File: config.mk
export PLATFORM = sky130hd
export DESIGN_NAME = bitmap_first_free_allocator
export DESIGN_NICKNAME = d
export VERILOG_FILES = /design/src/hw/rtl/bffa_pkg.sv /design/src/hw/rtl/bitmap_first_free_allocator.sv
export SDC_FILE = /design/constraint.sdc
export NUM_CORES = 1
export LEC_CHECK = 0
export BUFFER_PORTS_ARGS = -buffer_cell sky130_fd_sc_hd__buf_2
export CAP_MARGIN = 20
export CORE_UTILIZATION = 32
export CTS_CLUSTER_DIAMETER = 150
export DETAILED_ROUTE_END_ITERATION = 16
export PLACE_DENSITY = 0.49
export REMOVE_ABC_BUFFERS = 1
export SYNTH_ARGS = -nofsm -noshare
export SYNTH_HDL_FRONTEND = slang
export SYNTH_SLANG_ARGS = --single-unit
File: constraint.sdc
create_clock -name clk -period 6.3 [get_ports clk]
set_input_delay 0.945 -clock clk [delete_from_list [all_inputs] [get_ports clk]]
set_output_delay 0.945 -clock clk [all_outputs]
set_load 0.005 [all_outputs]
File: src/hw/rtl/bffa_pkg.sv
// Shared constants, codes and helper functions for the first-fit bitmap allocator.
`default_nettype none

package bffa_pkg;

	// Pool geometry
	localparam int ENTRIES       = 1024;
	localparam int BITS_PER_BYTE = 8;
	localparam int STORE_BYTES   = ENTRIES / BITS_PER_BYTE;
	localparam int ADDR_W        = $clog2(STORE_BYTES);
	localparam int SPAN_W        = $clog2(STORE_BYTES + 1);
	localparam int BIT_W         = $clog2(BITS_PER_BYTE);
	localparam int ZCNT_W        = $clog2(BITS_PER_BYTE + 1);

	// Field widths
	localparam int FUNC_W   = 2;
	localparam int IDX_W    = 11;
	localparam int STATUS_W = 3;
	localparam int CNT_W    = 11;
	localparam int IN_W     = 16;
	localparam int OUT_W    = 32;

	// Configuration port
	localparam int PADDR_W = 3;
	localparam int PDATA_W = 32;
	localparam int CFG_W   = 8;
	localparam logic [PADDR_W-3:0] CFG_BYTES_IN_USE = 1'b0;
	localparam logic [CFG_W-1:0]   CFG_RESET        = 8'd128;

	// Operation codes
	localparam logic [FUNC_W-1:0] FUNC_ALLOC = 2'd0;
	localparam logic [FUNC_W-1:0] FUNC_FIND  = 2'd1;
	localparam logic [FUNC_W-1:0] FUNC_TAKE  = 2'd2;
	localparam logic [FUNC_W-1:0] FUNC_FREE  = 2'd3;

	// Status codes
	localparam logic [STATUS_W-1:0] ST_OK    = 3'd0;
	localparam logic [STATUS_W-1:0] ST_FULL  = 3'd1;
	localparam logic [STATUS_W-1:0] ST_TAKEN = 3'd2;
	localparam logic [STATUS_W-1:0] ST_FREE  = 3'd3;
	localparam logic [STATUS_W-1:0] ST_RANGE = 3'd4;

	// Number of clear bits in one bitmap byte
	function automatic logic [ZCNT_W-1:0] zero_count(input logic [BITS_PER_BYTE-1:0] b);
		logic [ZCNT_W-1:0] c;
		c = '0;
		for (int k = 0; k < BITS_PER_BYTE; k++) begin
			if (!b[k]) begin
				c = c + ZCNT_W'(1);
			end
		end
		return c;
	endfunction

	// Position of the lowest clear bit; only meaningful when one exists
	function automatic logic [BIT_W-1:0] first_zero(input logic [BITS_PER_BYTE-1:0] b);
		logic [BIT_W-1:0] pos;
		pos = '0;
		for (int k = BITS_PER_BYTE - 1; k >= 0; k--) begin
			if (!b[k]) begin
				pos = BIT_W'(k);
			end
		end
		return pos;
	endfunction

endpackage

`default_nettype wire

File: src/hw/rtl/bitmap_first_free_allocator.sv
// First-fit bitmap allocator: free-entry bitmap in a synchronous RAM, scan and RMW.
// Scan: each item reads span bytes of the bitmap, where span is
//   min(bytes_in_use, 128); the RAM read port scans every in-range byte once per item.
// Items: one item in flight; the EXEC step holds while the output register is full, and the
//   next input is taken while the previous result still sits in the output register.
// Reset: bitmap reads as all free through per-byte valid flops, no clearing pass;
//   bytes_in_use resets to 128.
`default_nettype none

module bitmap_first_free_allocator (
	input  wire logic                          clk,
	input  wire logic                          arst_n,
	// input stream
	input  wire logic                          s_tvalid,
	output      logic                          s_tready,
	input  wire logic [bffa_pkg::IN_W-1:0]     s_tdata,   // func[1:0], entry_index[12:2], zero pad
	// result stream
	output      logic                          m_tvalid,
	input  wire logic                          m_tready,
	output      logic [bffa_pkg::OUT_W-1:0]    m_tdata,   // entry_number[10:0], status[13:11],
	                                                      // free_count[24:14], zero pad
	// configuration port
	input  wire logic                          psel,
	input  wire logic                          penable,
	input  wire logic                          pwrite,
	input  wire logic [bffa_pkg::PADDR_W-1:0]  paddr,
	input  wire logic [bffa_pkg::PDATA_W-1:0]  pwdata,
	output      logic [bffa_pkg::PDATA_W-1:0]  prdata,
	output      logic                          pready
);

	// Sequencer states
	localparam logic [1:0] ST_IDLE = 2'd0;
	localparam logic [1:0] ST_SCAN = 2'd1;
	localparam logic [1:0] ST_EXEC = 2'd2;

	localparam int AW = bffa_pkg::ADDR_W;
	localparam int BW = bffa_pkg::BITS_PER_BYTE;

	// ------------------------------------------------------------------
	// Configuration register
	// ------------------------------------------------------------------
	logic [bffa_pkg::CFG_W-1:0] bytes_in_use_q;
	logic                       cfg_sel;

	assign pready  = 1'b1;
	assign cfg_sel = (paddr[bffa_pkg::PADDR_W-1:2] == bffa_pkg::CFG_BYTES_IN_USE);
	assign prdata  = cfg_sel ? bffa_pkg::PDATA_W'(bytes_in_use_q) : '0;

	always_ff @(posedge clk or negedge arst_n) begin
		if (!arst_n) begin
			bytes_in_use_q <= bffa_pkg::CFG_RESET;
		end else if (psel && penable && pwrite && pready && cfg_sel) begin
			bytes_in_use_q <= pwdata[bffa_pkg::CFG_W-1:0];
		end
	end

	// ------------------------------------------------------------------
	// Control and datapath registers
	// ------------------------------------------------------------------
	logic [1:0]                         state_q;
	logic [bffa_pkg::SPAN_W-1:0]        span_q;     // bytes scanned, clipped to the store
	logic [bffa_pkg::SPAN_W-1:0]        rd_cnt_q;   // next byte to read
	logic [bffa_pkg::FUNC_W-1:0]        func_q;
	logic [bffa_pkg::IDX_W-1:0]         idx_q;
	logic                               rd_vld_s1;
	logic [AW-1:0]                      rd_addr_s1;
	logic [BW-1:0]                      rd_data_s1;
	logic                               rd_init_s1; // byte was written since reset
	logic [bffa_pkg::CNT_W-1:0]         free_cnt_q;
	logic                               found_q;
	logic [AW-1:0]                      found_addr_q;
	logic [bffa_pkg::BIT_W-1:0]         found_bit_q;
	logic [BW-1:0]                      found_byte_q;
	logic [BW-1:0]                      tgt_byte_q;
	logic                               m_tvalid_q;
	logic [bffa_pkg::OUT_W-1:0]         m_tdata_q;

	// Bitmap RAM and its per-byte "written" flags (unwritten bytes read as free)
	logic [BW-1:0]                      mem_q [bffa_pkg::STORE_BYTES];
	logic [bffa_pkg::STORE_BYTES-1:0]   init_q;

	logic                               in_xact;
	logic                               out_free;
	logic                               exec_go;
	logic                               issue;
	logic [AW-1:0]                      rd_addr;
	logic [BW-1:0]                      rd_byte;
	logic [bffa_pkg::SPAN_W-1:0]        span_in;
	logic [bffa_pkg::IDX_W-1:0]         limit;
	logic                               in_range;
	logic [bffa_pkg::IDX_W-1:0]         idx_m1;
	logic [AW-1:0]                      tgt_addr;
	logic [bffa_pkg::BIT_W-1:0]         tgt_bit;
	logic [BW-1:0]                      tgt_mask;
	logic [bffa_pkg::IDX_W-1:0]         found_num;

	// Result and write-back of the EXEC step
	logic [bffa_pkg::IDX_W-1:0]         res_num;
	logic [bffa_pkg::STATUS_W-1:0]      res_status;
	logic [bffa_pkg::CNT_W-1:0]         res_free;
	logic                               wr_req;
	logic                               wr_en;
	logic [AW-1:0]                      wr_addr;
	logic [BW-1:0]                      wr_data;

	assign s_tready = (state_q == ST_IDLE);
	assign in_xact  = s_tvalid && s_tready;
	assign out_free = !m_tvalid_q || m_tready;
	assign exec_go  = (state_q == ST_EXEC) && out_free;
	assign issue    = (state_q == ST_SCAN) && (rd_cnt_q < span_q);
	assign rd_addr  = rd_cnt_q[AW-1:0];
	assign rd_byte  = rd_init_s1 ? rd_data_s1 : '0;

	assign span_in  = (bytes_in_use_q > bffa_pkg::CFG_W'(bffa_pkg::STORE_BYTES))
	                  ? bffa_pkg::SPAN_W'(bffa_pkg::STORE_BYTES)
	                  : bffa_pkg::SPAN_W'(bytes_in_use_q);
	assign limit    = bffa_pkg::IDX_W'({span_q, {bffa_pkg::BIT_W{1'b0}}});
	assign in_range = (idx_q != '0) && (idx_q <= limit);
	assign idx_m1   = idx_q - bffa_pkg::IDX_W'(1);
	assign tgt_addr = idx_m1[AW+bffa_pkg::BIT_W-1:bffa_pkg::BIT_W];
	assign tgt_bit  = idx_m1[bffa_pkg::BIT_W-1:0];
	assign tgt_mask = BW'(1) << tgt_bit;
	assign found_num = bffa_pkg::IDX_W'({found_addr_q, found_bit_q}) + bffa_pkg::IDX_W'(1);

	// Sequencer: IDLE -> SCAN (one read per in-range byte) -> EXEC (decide, write back)
	always_ff @(posedge clk or negedge arst_n) begin
		if (!arst_n) begin
			state_q    <= ST_IDLE;
			rd_cnt_q   <= '0;
			rd_vld_s1  <= 1'b0;
			free_cnt_q <= '0;
			found_q    <= 1'b0;
			m_tvalid_q <= 1'b0;
			init_q     <= '0;
		end else begin
			rd_vld_s1 <= issue;
			case (state_q)
				ST_IDLE: begin
					if (in_xact) begin
						state_q    <= ST_SCAN;
						rd_cnt_q   <= '0;
						free_cnt_q <= '0;
						found_q    <= 1'b0;
					end
				end
				ST_SCAN: begin
					if (issue) begin
						rd_cnt_q <= rd_cnt_q + bffa_pkg::SPAN_W'(1);
					end else begin
						// last read data is folded in at this edge
						state_q <= ST_EXEC;
					end
				end
				ST_EXEC: begin
					if (exec_go) begin
						state_q <= ST_IDLE;
					end
				end
				default: begin
					state_q <= ST_IDLE;
				end
			endcase
			// output register: a new result may replace one leaving in the same cycle
			if (exec_go) begin
				m_tvalid_q <= 1'b1;
			end else if (m_tvalid_q && m_tready) begin
				m_tvalid_q <= 1'b0;
			end
			// fold in one scanned byte
			if (rd_vld_s1) begin
				free_cnt_q <= free_cnt_q + bffa_pkg::CNT_W'(bffa_pkg::zero_count(rd_byte));
				if (!found_q && (rd_byte != '1)) begin
					found_q <= 1'b1;
				end
			end
			if (wr_en) begin
				init_q[wr_addr] <= 1'b1;
			end
		end
	end

	// Payload registers, no reset
	always_ff @(posedge clk) begin
		if (in_xact) begin
			span_q <= span_in;
			func_q <= s_tdata[bffa_pkg::FUNC_W-1:0];
			idx_q  <= s_tdata[bffa_pkg::FUNC_W+bffa_pkg::IDX_W-1:bffa_pkg::FUNC_W];
		end
		rd_addr_s1 <= rd_addr;
		rd_init_s1 <= init_q[rd_addr];
		if (rd_vld_s1 && !found_q && (rd_byte != '1)) begin
			found_addr_q <= rd_addr_s1;
			found_bit_q  <= bffa_pkg::first_zero(rd_byte);
			found_byte_q <= rd_byte;
		end
		if (rd_vld_s1 && (rd_addr_s1 == tgt_addr)) begin
			tgt_byte_q <= rd_byte;
		end
		if (exec_go) begin
			m_tdata_q <= bffa_pkg::OUT_W'({res_free, res_status, res_num});
		end
	end

	// Bitmap RAM: one write port, one registered read port
	always_ff @(posedge clk) begin
		if (wr_en) begin
			mem_q[wr_addr] <= wr_data;
		end
		rd_data_s1 <= mem_q[rd_addr];
	end

	// Decision for the current item
	always_comb begin
		res_num    = '0;
		res_status = bffa_pkg::ST_OK;
		res_free   = free_cnt_q;
		wr_req     = 1'b0;
		wr_addr    = found_addr_q;
		wr_data    = found_byte_q | (BW'(1) << found_bit_q);
		case (func_q)
			bffa_pkg::FUNC_ALLOC, bffa_pkg::FUNC_FIND: begin
				if (!found_q) begin
					res_status = bffa_pkg::ST_FULL;
				end else begin
					res_num = found_num;
					if (func_q == bffa_pkg::FUNC_ALLOC) begin
						wr_req   = 1'b1;
						res_free = free_cnt_q - bffa_pkg::CNT_W'(1);
					end
				end
			end
			bffa_pkg::FUNC_TAKE: begin
				wr_addr = tgt_addr;
				wr_data = tgt_byte_q | tgt_mask;
				if (!in_range) begin
					res_status = bffa_pkg::ST_RANGE;
				end else if ((tgt_byte_q & tgt_mask) != '0) begin
					res_num    = idx_q;
					res_status = bffa_pkg::ST_TAKEN;
				end else begin
					res_num  = idx_q;
					wr_req   = 1'b1;
					res_free = free_cnt_q - bffa_pkg::CNT_W'(1);
				end
			end
			bffa_pkg::FUNC_FREE: begin
				wr_addr = tgt_addr;
				wr_data = tgt_byte_q & ~tgt_mask;
				if (!in_range) begin
					res_status = bffa_pkg::ST_RANGE;
				end else if ((tgt_byte_q & tgt_mask) == '0) begin
					res_num    = idx_q;
					res_status = bffa_pkg::ST_FREE;
				end else begin
					res_num  = idx_q;
					wr_req   = 1'b1;
					res_free = free_cnt_q + bffa_pkg::CNT_W'(1);
				end
			end
			default: begin
				res_status = bffa_pkg::ST_OK;
			end
		endcase
	end

	assign wr_en    = exec_go && wr_req;
	assign m_tvalid = m_tvalid_q;
	assign m_tdata  = m_tdata_q;

`ifndef SYNTH
	// scan never reads past the clipped range
	a_scan_bound: assert property (@(posedge clk) disable iff (!arst_n)
		(state_q == ST_SCAN) |-> (rd_cnt_q <= span_q))
		else $error("scan counter beyond range");

	// bitmap is only written when a result is produced
	a_write_exec: assert property (@(posedge clk) disable iff (!arst_n)
		wr_en |-> (state_q == ST_EXEC) && out_free)
		else $error("bitmap write outside result step");

	// counted free entries fit in the range being reported
	a_free_bound: assert property (@(posedge clk) disable iff (!arst_n)
		(state_q == ST_EXEC) |-> (free_cnt_q <= limit))
		else $error("free count exceeds range");

	// a found entry lies within the range
	a_found_range: assert property (@(posedge clk) disable iff (!arst_n)
		(state_q == ST_EXEC) && found_q |-> (found_num != '0) && (found_num <= limit))
		else $error("found entry outside range");

	// a new result only comes out of the decision step
	a_out_source: assert property (@(posedge clk) disable iff (!arst_n)
		$rose(m_tvalid_q) |-> ($past(state_q) == ST_EXEC))
		else $error("result raised outside decision step");
`endif

endmodule

`default_nettype wire
==> results of run 1 <==
-- state kept, by name (all words and copies together), names as in the netlist, 8 cells and up --
name / count
bytes_in_use_q: 8
found_byte_q: 8
free_cnt_q: 11
idx_q: 11
init_q: 128
m_tdata: 25
mem_q: 1024
rd_cnt_q: 8
rd_data_s1: 8
span_q: 8
tgt_byte_q: 8
-- routing by layer --
| metal | vias to the layer above | track usage | routed length (um) |
|---|---|---|---|
| met3 | 159 | 0.0298 | 5740 |
| met5 | - | 0 | 0 |
| met2 | 596 | 0.261 | 63100 |
| met1 | 13500 | 0.213 | 55600 |
| li1 | 10800 | - | - |
| met4 | 0 | 0.0373 | 2120 |
-- layout make-up --
type / instances / area (sq um)
Fill cell: 14700 / 101000
Timing Repair Buffer: 106 / 791
Sequential cell: 1272 / 37300
Tap cell: 2160 / 2700
Clock buffer: 193 / 3850
Multi-Input combinational cell: 1209 / 13600
Antenna cell: 2 / 5.00
Inverter: 34 / 128
Clock inverter: 67 / 574
-- power by group --
part,internal [uW],switching (uW)
Sequential,9870,483
Combinational,2710,3410
Clock,4550,3340
Total,17100,7240
-- cells in the final DEF, fill, tap and decap left out, drive strengths merged, types with 23 or more instances in the layout --
cell type	netlist	final
edfxtp	1096	1096
nor2	175	175
buf	90	104
nor2b	23	23
xnor2	25	25
clkbuf	81	195
clkinv	2	49
dfrtp	159	159
mux2	23	23
a21oi	35	35
inv	32	44
nand2	114	114
conb	2	32
mux4	379	379
ha	38	38
or2	136	136
o21ai	40	40
-- cells in the mapped netlist, types with 23 or more instances --
cell type / instances
ha_1: 38
or2_1: 128
buf_1: 38
mux4_2: 379
o21ai_0: 39
nand2_1: 114
buf_4: 38
inv_1: 32
xnor2_1: 25
clkbuf_1: 81
dfrtp_1: 159
nor2_1: 175
a21oi_1: 35
nor2b_1: 23
edfxtp_1: 1096
-- cell families after synthesis --
logic type      after synthesis  synth area share
xor+xnor                     43           0.00729
compound gates              142            0.0179
mux                         415             0.173
flops                      1272             0.721
buf+inv                     205            0.0191
fa+ha+maj                    39           0.00960
simple gates                538            0.0519
other cells                   2          0.000145
-- per-stage QoR --
stage / area (sq um) / cells
floorplan: 50900 / 2515
global placement: 54400 / 4776
detailed placement: 54400 / 4777
CTS: 58900 / 5037
global route: 58900 / 5041
finish: 58900 / 5043
-- worst max-delay path by stage --
stage	start	to	slack (ns)	depth (start not counted)
after floorplan	rd_cnt_q[0]	rd_data_s1[0]	-6.62	4
after global placement	rd_init_s1	free_cnt_q[9]	0.85	23
after detailed placement	rd_init_s1	free_cnt_q[9]	0.84	23
after CTS	rd_init_s1	free_cnt_q[9]	0.80	23
after global routing	rd_init_s1	free_cnt_q[9]	0.31	25
final	rd_init_s1	free_cnt_q[9]	0.74	23
==> results.cfg, run 1 <==
[outcome]
outcome = completed

[routing]
first_pass_iters = 5
viasPerCell = 4.97
wl_per_cell_um = 25.1
drcViolationCount = 0
drt_iter0_markers = 1880
ant_nets = 0
vias = 25100
totalWireLength_um = 127000

[clock_network]
cts_sinks = 1272
cts_hold_buf = 0
cts_root_buffer = clkbuf_16
cts.path.max_buffers = 3
cts.repair.resized = 0
cts_max_level = 4
postCtsSetupBuffers = 0
numCtsBuffers = 141
clkLatencyLatePin_ns = 0.77
cts_tree = done
clk_pin_slew_ns = 0.06

[floorplanning]
start_util = 0.322
io_pins = 125
die-area_sq_um = 163000
core_sq_um = 160000
die_w_um = 404
std_cell_rows = 147
die_h_um = 404

[timing]
skew_ns = 0.0263
min_period_ns = 5.56
setup_violations = 0
slew-limit-headroom = 0.249
hold_ws_ns = 0.242
rsz0062_at_grt = no
final-max-slew-violation-count = 0
fmaxAchievable_ghz = 0.180
worst_slack_ns = 0.738
tightest_slew_ns = 1.12
final-hold-violation-count = 0
tns_ns = 0
finalCritPeriodShare = 0.883

[power]
power_density_nw_per_um2 = 414
power_uw = 24400
irDropWorstVdd_v = 0.000522
leakagePower_uw = 0.0195

[critical_path]
worst_setup_path_end_kind = register
critPathSlowestCell = dfxtp_1
reg2regPathDepth = 23
path_max_fanout = 14
worstPathRequired_ns = 6.97
start_kind = register
path_cells = nand2_1, ha_1, xor2_1, inv_1, ha_1, xor2_1, nor4b_1, o31ai_1, o211a_1, ha_1, mux2_2, ha_1, nand2_1, nand2_1, ha_1, a21o_1, a21oi_1, nor2b_1, o211a_1, and3_1, nand3_1, nand3_1, o21ai_0
critPathBufInv = 1
crit_path_frequent_cell = ha_1
r2r_setup_slack_ns = 0.74
cpPeakStageDelay_ns = 0.62
critPathTopFamily = adder cells
reg2reg_from = rd_init_s1
r2r-end = free_cnt_q[9]
crit_arrival_ns = 6.23
crit_type = register to register

[hold_path]
hp-class = primary input to async pin

[global_route]
grt_max_degree = 129
grt_pass1_vias = 26600
grt_use_total = 0.157
grt_overflow_total = 0
grt_pass1_wl_um = 186000
antenna_found_initial = 3

[finish]
area_growth_pct = 14.1
nets = 2861
post-route-util = 0.367
drive_gt1_frac = 0.257

[placed_design]
dp_hpwl_um = 79300
io_buffers = 63
gp_congestion = 0.813
place_ws_ns = 0.842

[synthesis]
synth_seq_area_share = 0.721
synth_top_area_cell = edfxtp_1
netlist_top_cells_area = edfxtp_1 (64%), mux4_2 (17%), dfrtp_1 (7.7%)
syn_inst = 2656
synth_area_sq_um = 51600
yosysWarnings = 0
synthDominantCellAreaShare = 0.637
async_flop_share = 0.126
synth-edff-count = 1096
synthFlopType = edfxtp_1
synth_cell_type_count = 68
synth_seq_cells = 1272
synth_area_per_cell_sq_um = 19.4

[flow_run]
maxCapViolations = 0
Note: power is estimated with default switching activity, not from simulation.
==> inputs of run 2 (changes only) <==
==> constraint.sdc (replaced) <==
create_clock -name clk -period 4.5 [get_ports clk]
set_input_delay 0.675 -clock clk [delete_from_list [all_inputs] [get_ports clk]]
set_output_delay 0.675 -clock clk [all_outputs]
set_load 0.005 [all_outputs]
==> results.cfg, run 2 (same netlist as run 1, synthesis figures left out) <==
[finish]
final_common_cell = edfxtp_1
drive_gt1_frac = 0.315
area_growth_pct = 17.7
top_register = mem_q
largest_reg_flops = 1024
fillers = 14600
nets = 3076
most-common-layout-cells = edfxtp_1 (1096), mux4_2 (379), buf_4 (234)

[global_route]
antenna_found_initial = 1
grt_pass1_wl_um = 194000
grt_pass1_vias = 27400
grt_overflow_total = 0
grt_max_degree = 129
grt_use_total = 0.164

[critical_path]
crit_type = register to register
worst_setup_path_end_kind = register
critPathSlowestCell = dfxtp_4
worstPathRequired_ns = 5.20
crit_path_frequent_cell = ha_4
cpPeakStageDelay_ns = 0.37
crit_arrival_ns = 5.18
start_kind = register
path_max_fanout = 4

[timing]
worst_slack_ns = 0.0175
setup_violations = 0
tns_ns = 0
finalCritPeriodShare = 0.996
final-max-slew-violation-count = 0
min_period_ns = 4.48
slew-limit-headroom = 0.353
rsz0062_at_grt = yes
fmaxAchievable_ghz = 0.223
final-hold-violation-count = 0
tightest_slew_ns = 0.971
skew_ns = 0.0269
hold_ws_ns = 0.0870

[outcome]
outcome = completed

[power]
power_density_nw_per_um2 = 564
p_sw_frac = 0.302
sequentialPowerShare = 0.422
p_clk_frac = 0.309
irDropWorstVdd_v = 0.000413
p_switching_uw = 10400
p_int_uw = 23900
leakagePower_uw = 0.0207
pwr-share-comb = 0.269

[floorplanning]
start_util = 0.322
core_sq_um = 160000
io_pins = 125
die_h_um = 404
std_cell_rows = 147
die-area_sq_um = 163000
die_w_um = 404

[clock_network]
cts_root_buffer = clkbuf_16
clk_pin_slew_ns = 0.06
cts_tree = done
cts.path.max_buffers = 3
numCtsBuffers = 137
clkLatencyLatePin_ns = 0.78
cts_sinks = 1272
cts_max_level = 4

[routing]
drcViolationCount = 0
wl_per_cell_um = 25.0
totalWireLength_um = 132000
drt_iter0_markers = 2072
ant_nets = 0
viasPerCell = 4.97
vias = 26100
first_pass_iters = 5

[placed_design]
gp_congestion = 0.810
place_ws_ns = -0.390
dp_hpwl_um = 82800
io_buffers = 63

[hold_path]
hp-class = primary input to register

[flow_run]
maxCapViolations = 0
## run 2: changes by cell type in the layout (fill, tap and decap cells not counted), sizes merged
cell / before / now
buf: 104 / 323
bufinv: 6 / 2
clkbuf: 195 / 197
clkinv: 49 / 46
clkinvlp: 2 / 4
diode: 2 / 1
dlygate4sd3: 0 / 1
inv: 44 / 41
## run 2: critical path, delay by kind of cell, from the launching register on
kind | cells | cell delay, ns
AOI/OAI and AO/OA | 7 | 1.29
xor gates and xnor gates | 2 | 0.37
adders and majority gates | 5 | 1.15
buffers and inverters | 1 | 0.05
DFF | 1 | 0.37
muxes | 2 | 0.46
and+or+nand+nor | 8 | 0.73
## run 2: area by class of cell
cell class | instances | area, sq um | share of cell area
inverter | 34 | 133 | 0.00218
sequential | 1272 | 37300 | 0.613
antenna | 1 | 2.50 | 0.0000412
tap | 2160 | 2700 | 0.0445
clock inverter | 59 | 463 | 0.00762
multi-input combinational | 1209 | 13800 | 0.227
timing repair buffer | 325 | 2630 | 0.0434
clock buffer | 196 | 3740 | 0.0616
## run 2: per-layer routing
| layer | GRT usage | routed length (um) |
|---|---|---|
| met1 | 0.222 | 57800 |
| met2 | 0.271 | 65200 |
| met3 | 0.0292 | 5910 |
| met4 | 0.0429 | 2750 |
| met5 | 0 | 0 |
## run 2: worst paths after layout
check | start | to | slack (ns) | depth (start not counted)
max | rd_init_s1 | free_cnt_q[9] | 0.02 | 25
min | s_tdata[5] | idx_q[3] | 0.09 | 1
max reg2reg | rd_init_s1 | free_cnt_q[9] | 0.02 | 25
min reg2reg | rd_addr_s1[0] | found_addr_q[0] | 0.44 | 0
max in group asynchronous | arst_n | rd_cnt_q[2] | 2.86 | 3
min in group asynchronous | arst_n | init_q[101] | 0.57 | 2
## run 2: power groups by stage
stage	clock [uW]	sequential, uW	combinational, uW
after detailed placement	0	14700	9380
final	10600	14400	9210
after global routing	11300	14500	9800
after global placement	0	14600	9250
after floorplan	0	15100	4700
after CTS	10900	14400	9440
## run 2: per-stage QoR
step	cell area (sq um)	std cells	power, uW	util
2_1_floorplan	50900	2515	19800	-
3_3_place_gp	56200	4985	23900	0.350
3_5_place_dp	56200	4987	24000	0.351
4_1_cts	60700	5251	34700	0.378
5_1_grt	60700	5255	35600	0.379
6_report	60800	5256	34200	0.379
## run 2: what timing repair did
item,in CTS,in global routing
hold buffers,1,0
setup endpoints to repair,9,8
pin swaps,15,26
endpoints found under the hold margin,3,0
setup buffers,9,4
gates resized for setup,38,15
==> inputs of run 3 (changes only) <==
--- a/config.mk
+++ b/config.mk
@@ -8,8 +8,10 @@
 export BUFFER_PORTS_ARGS = -buffer_cell sky130_fd_sc_hd__buf_2
 export CAP_MARGIN = 20
 export CORE_UTILIZATION = 32
+export CTS_BUF_LIST = sky130_fd_sc_hd__clkbuf_4
 export CTS_CLUSTER_DIAMETER = 150
 export DETAILED_ROUTE_END_ITERATION = 16
+export HOLD_SLACK_MARGIN = 0.15
 export PLACE_DENSITY = 0.49
 export REMOVE_ABC_BUFFERS = 1
 export SYNTH_ARGS = -nofsm -noshare
==> results.cfg, run 3 (same netlist as run 1, synthesis figures left out) <==
[critical_path]
cpPeakStageDelay_ns = 0.37
crit_type = register to register
crit_path_end = free_cnt_q[8]
worstPathRequired_ns = 5.56
start_kind = register
path_max_fanout = 12
reg2regPathDepth = 23
critPathSlowestCell = dfxtp_4
worst_setup_path_end_kind = register
reg2reg_from = rd_init_s1
r2r-end = free_cnt_q[8]
path_cells = buf_8, nand2_4, mux2i_4, xor2_1, o21ai_2, ha_4, xor2_2, nor4b_2, o31ai_1, o211a_1, ha_4, mux2_4, ha_4, nand2_4, xnor2_2, xnor2_1, ha_1, a21o_1, a21oi_2, nor2b_2, nand3_2, o211ai_1, o31ai_1
crit_path_frequent_cell = ha_4
r2r_setup_slack_ns = -0.003
startpoint = rd_init_s1
crit_arrival_ns = 5.57

[clock_network]
cts_sinks = 1272
cts_root_buffer = clkbuf_4
cts.path.max_buffers = 4
numCtsBuffers = 348
cts_max_level = 5
clk_pin_slew_ns = 0.07
clkLatencyLatePin_ns = 1.26
cts_tree = done

[timing]
skew_ns = 0.0928
hold_ws_ns = 0.367
min_period_ns = 4.50
final-max-slew-violation-count = 0
fmaxAchievable_ghz = 0.222
worst_slack_ns = -0.00277
tns_ns = -0.00277
setup_violations = 1
tightest_slew_ns = 0.974
finalCritPeriodShare = 1.00
final-hold-violation-count = 0
slew-limit-headroom = 0.351
rsz0062_at_grt = yes

[power]
irDropWorstVdd_v = 0.000278
power_uw = 33900
leakagePower_uw = 0.0215
power_density_nw_per_um2 = 551

[floorplanning]
start_util = 0.322
std_cell_rows = 147
die-area_sq_um = 163000
die_h_um = 404
io_pins = 125
die_w_um = 404
core_sq_um = 160000

[routing]
first_pass_iters = 5
drt_iter0_markers = 1908
vias = 27700
viasPerCell = 4.89
ant_nets = 0
drcViolationCount = 0
totalWireLength_um = 134000
wl_per_cell_um = 23.7

[finish]
area_growth_pct = 19.1
final_cell_area_sq_um = 61500
final_common_cell = edfxtp_1
most-common-layout-cells = edfxtp_1 (1096), clkbuf_4 (520), mux4_2 (379)
largest_reg_flops = 1024
nets = 3339
post-route-util = 0.383
drive_gt1_frac = 0.381
top_register = mem_q

[placed_design]
gp_congestion = 0.810
postPlaceCellArea_sq_um = 56200
dp_hpwl_um = 82800
io_buffers = 63

[global_route]
grt_pass1_wl_um = 199000
grt_overflow_total = 0
antenna_found_initial = 5
grt_use_total = 0.167
grt_max_degree = 129
grt_pass1_vias = 29600

[hold_path]
hp-class = primary input to register

[outcome]
outcome = complete, but fails checks
violations = setup timing

[flow_run]
maxCapViolations = 0
-- run 3: cell count changes in the layout (fill, tap and decap cells not counted), moves of 3 or more --
cell,before,now
clkbuf_8,8,1
clkbuf_1,51,0
inv_6,6,0
clkinvlp_4,4,0
clkbuf_16,138,0
clkinv_8,5,0
clkbuf_4,0,520
inv_2,0,5
dlygate4sd3_1,1,54
clkinv_1,21,67
buf_4,234,231
inv_16,3,0
-- run 3: how the worst min path moves through the flow --
stage	startpoint	endpoint	slack [ns]	cells past startpoint
after floorplan	arst_n	bytes_in_use_q[0]	0.38	0
after global placement	rd_addr_s1[2]	found_addr_q[2]	0.43	0
after detailed placement	rd_addr_s1[0]	found_addr_q[0]	0.43	0
final	m_tready	m_tvalid	0.37	4
after CTS	m_tready	m_tvalid	0.17	4
after global routing	m_tready	m_tvalid	0.26	4
-- run 3: stage by stage --
step | std cells | setup slack, ns
2_1_floorplan | 2515 | -8.42
3_3_place_gp | 4985 | -0.314
3_5_place_dp | 4987 | -0.390
4_1_cts | 5659 | 0.00585
5_1_grt | 5664 | -0.139
6_report | 5665 | -0.00277
-- run 3: power by group --
| part | internal, uW | switching [uW] |
|---|---|---|
| clock | 5500 | 4700 |
| combinational | 4160 | 5100 |
| sequential | 13800 | 624 |
-- run 3: layer usage --
layer,track usage,up-vias,part of all wire
li1,-,12000,-
met1,0.219,14700,0.43
met2,0.276,871,0.50
met3,0.0388,191,0.056
met4,0.0501,0,0.019
met5,0,-,0
-- run 3: layout make-up --
cell class | instances | area [sq um]
Fill cell | 14800 | 98900
Sequential cell | 1272 | 37300
Multi-Input combinational cell | 1209 | 13800
Clock buffer | 520 | 3900
Timing Repair Buffer | 377 | 3180
Tap cell | 2160 | 2700
Clock inverter | 90 | 465
Inverter | 34 | 130
Antenna cell | 3 | 7.51
-- run 3: worst max-delay path: cells and delay by family, from the launching register on --
family / cells / cell delay (ns)
flops: 1 / 0.37
xor+xnor: 4 / 0.58
fa+ha+maj: 4 / 1.01
simple gates: 5 / 0.53
compound gates: 7 / 1.20
buf+inv: 1 / 0.15
mux: 2 / 0.53
-- run 3: timing repair --
action                     in CTS  in global routing
gates cloned                    0                  0
gates resized for setup        35                 21
setup endpoints to repair       9                  8
hold buffers                   55                  0
buffers inserted                7                  3
pin swaps                      15                 19
hold endpoints to repair      122                  0
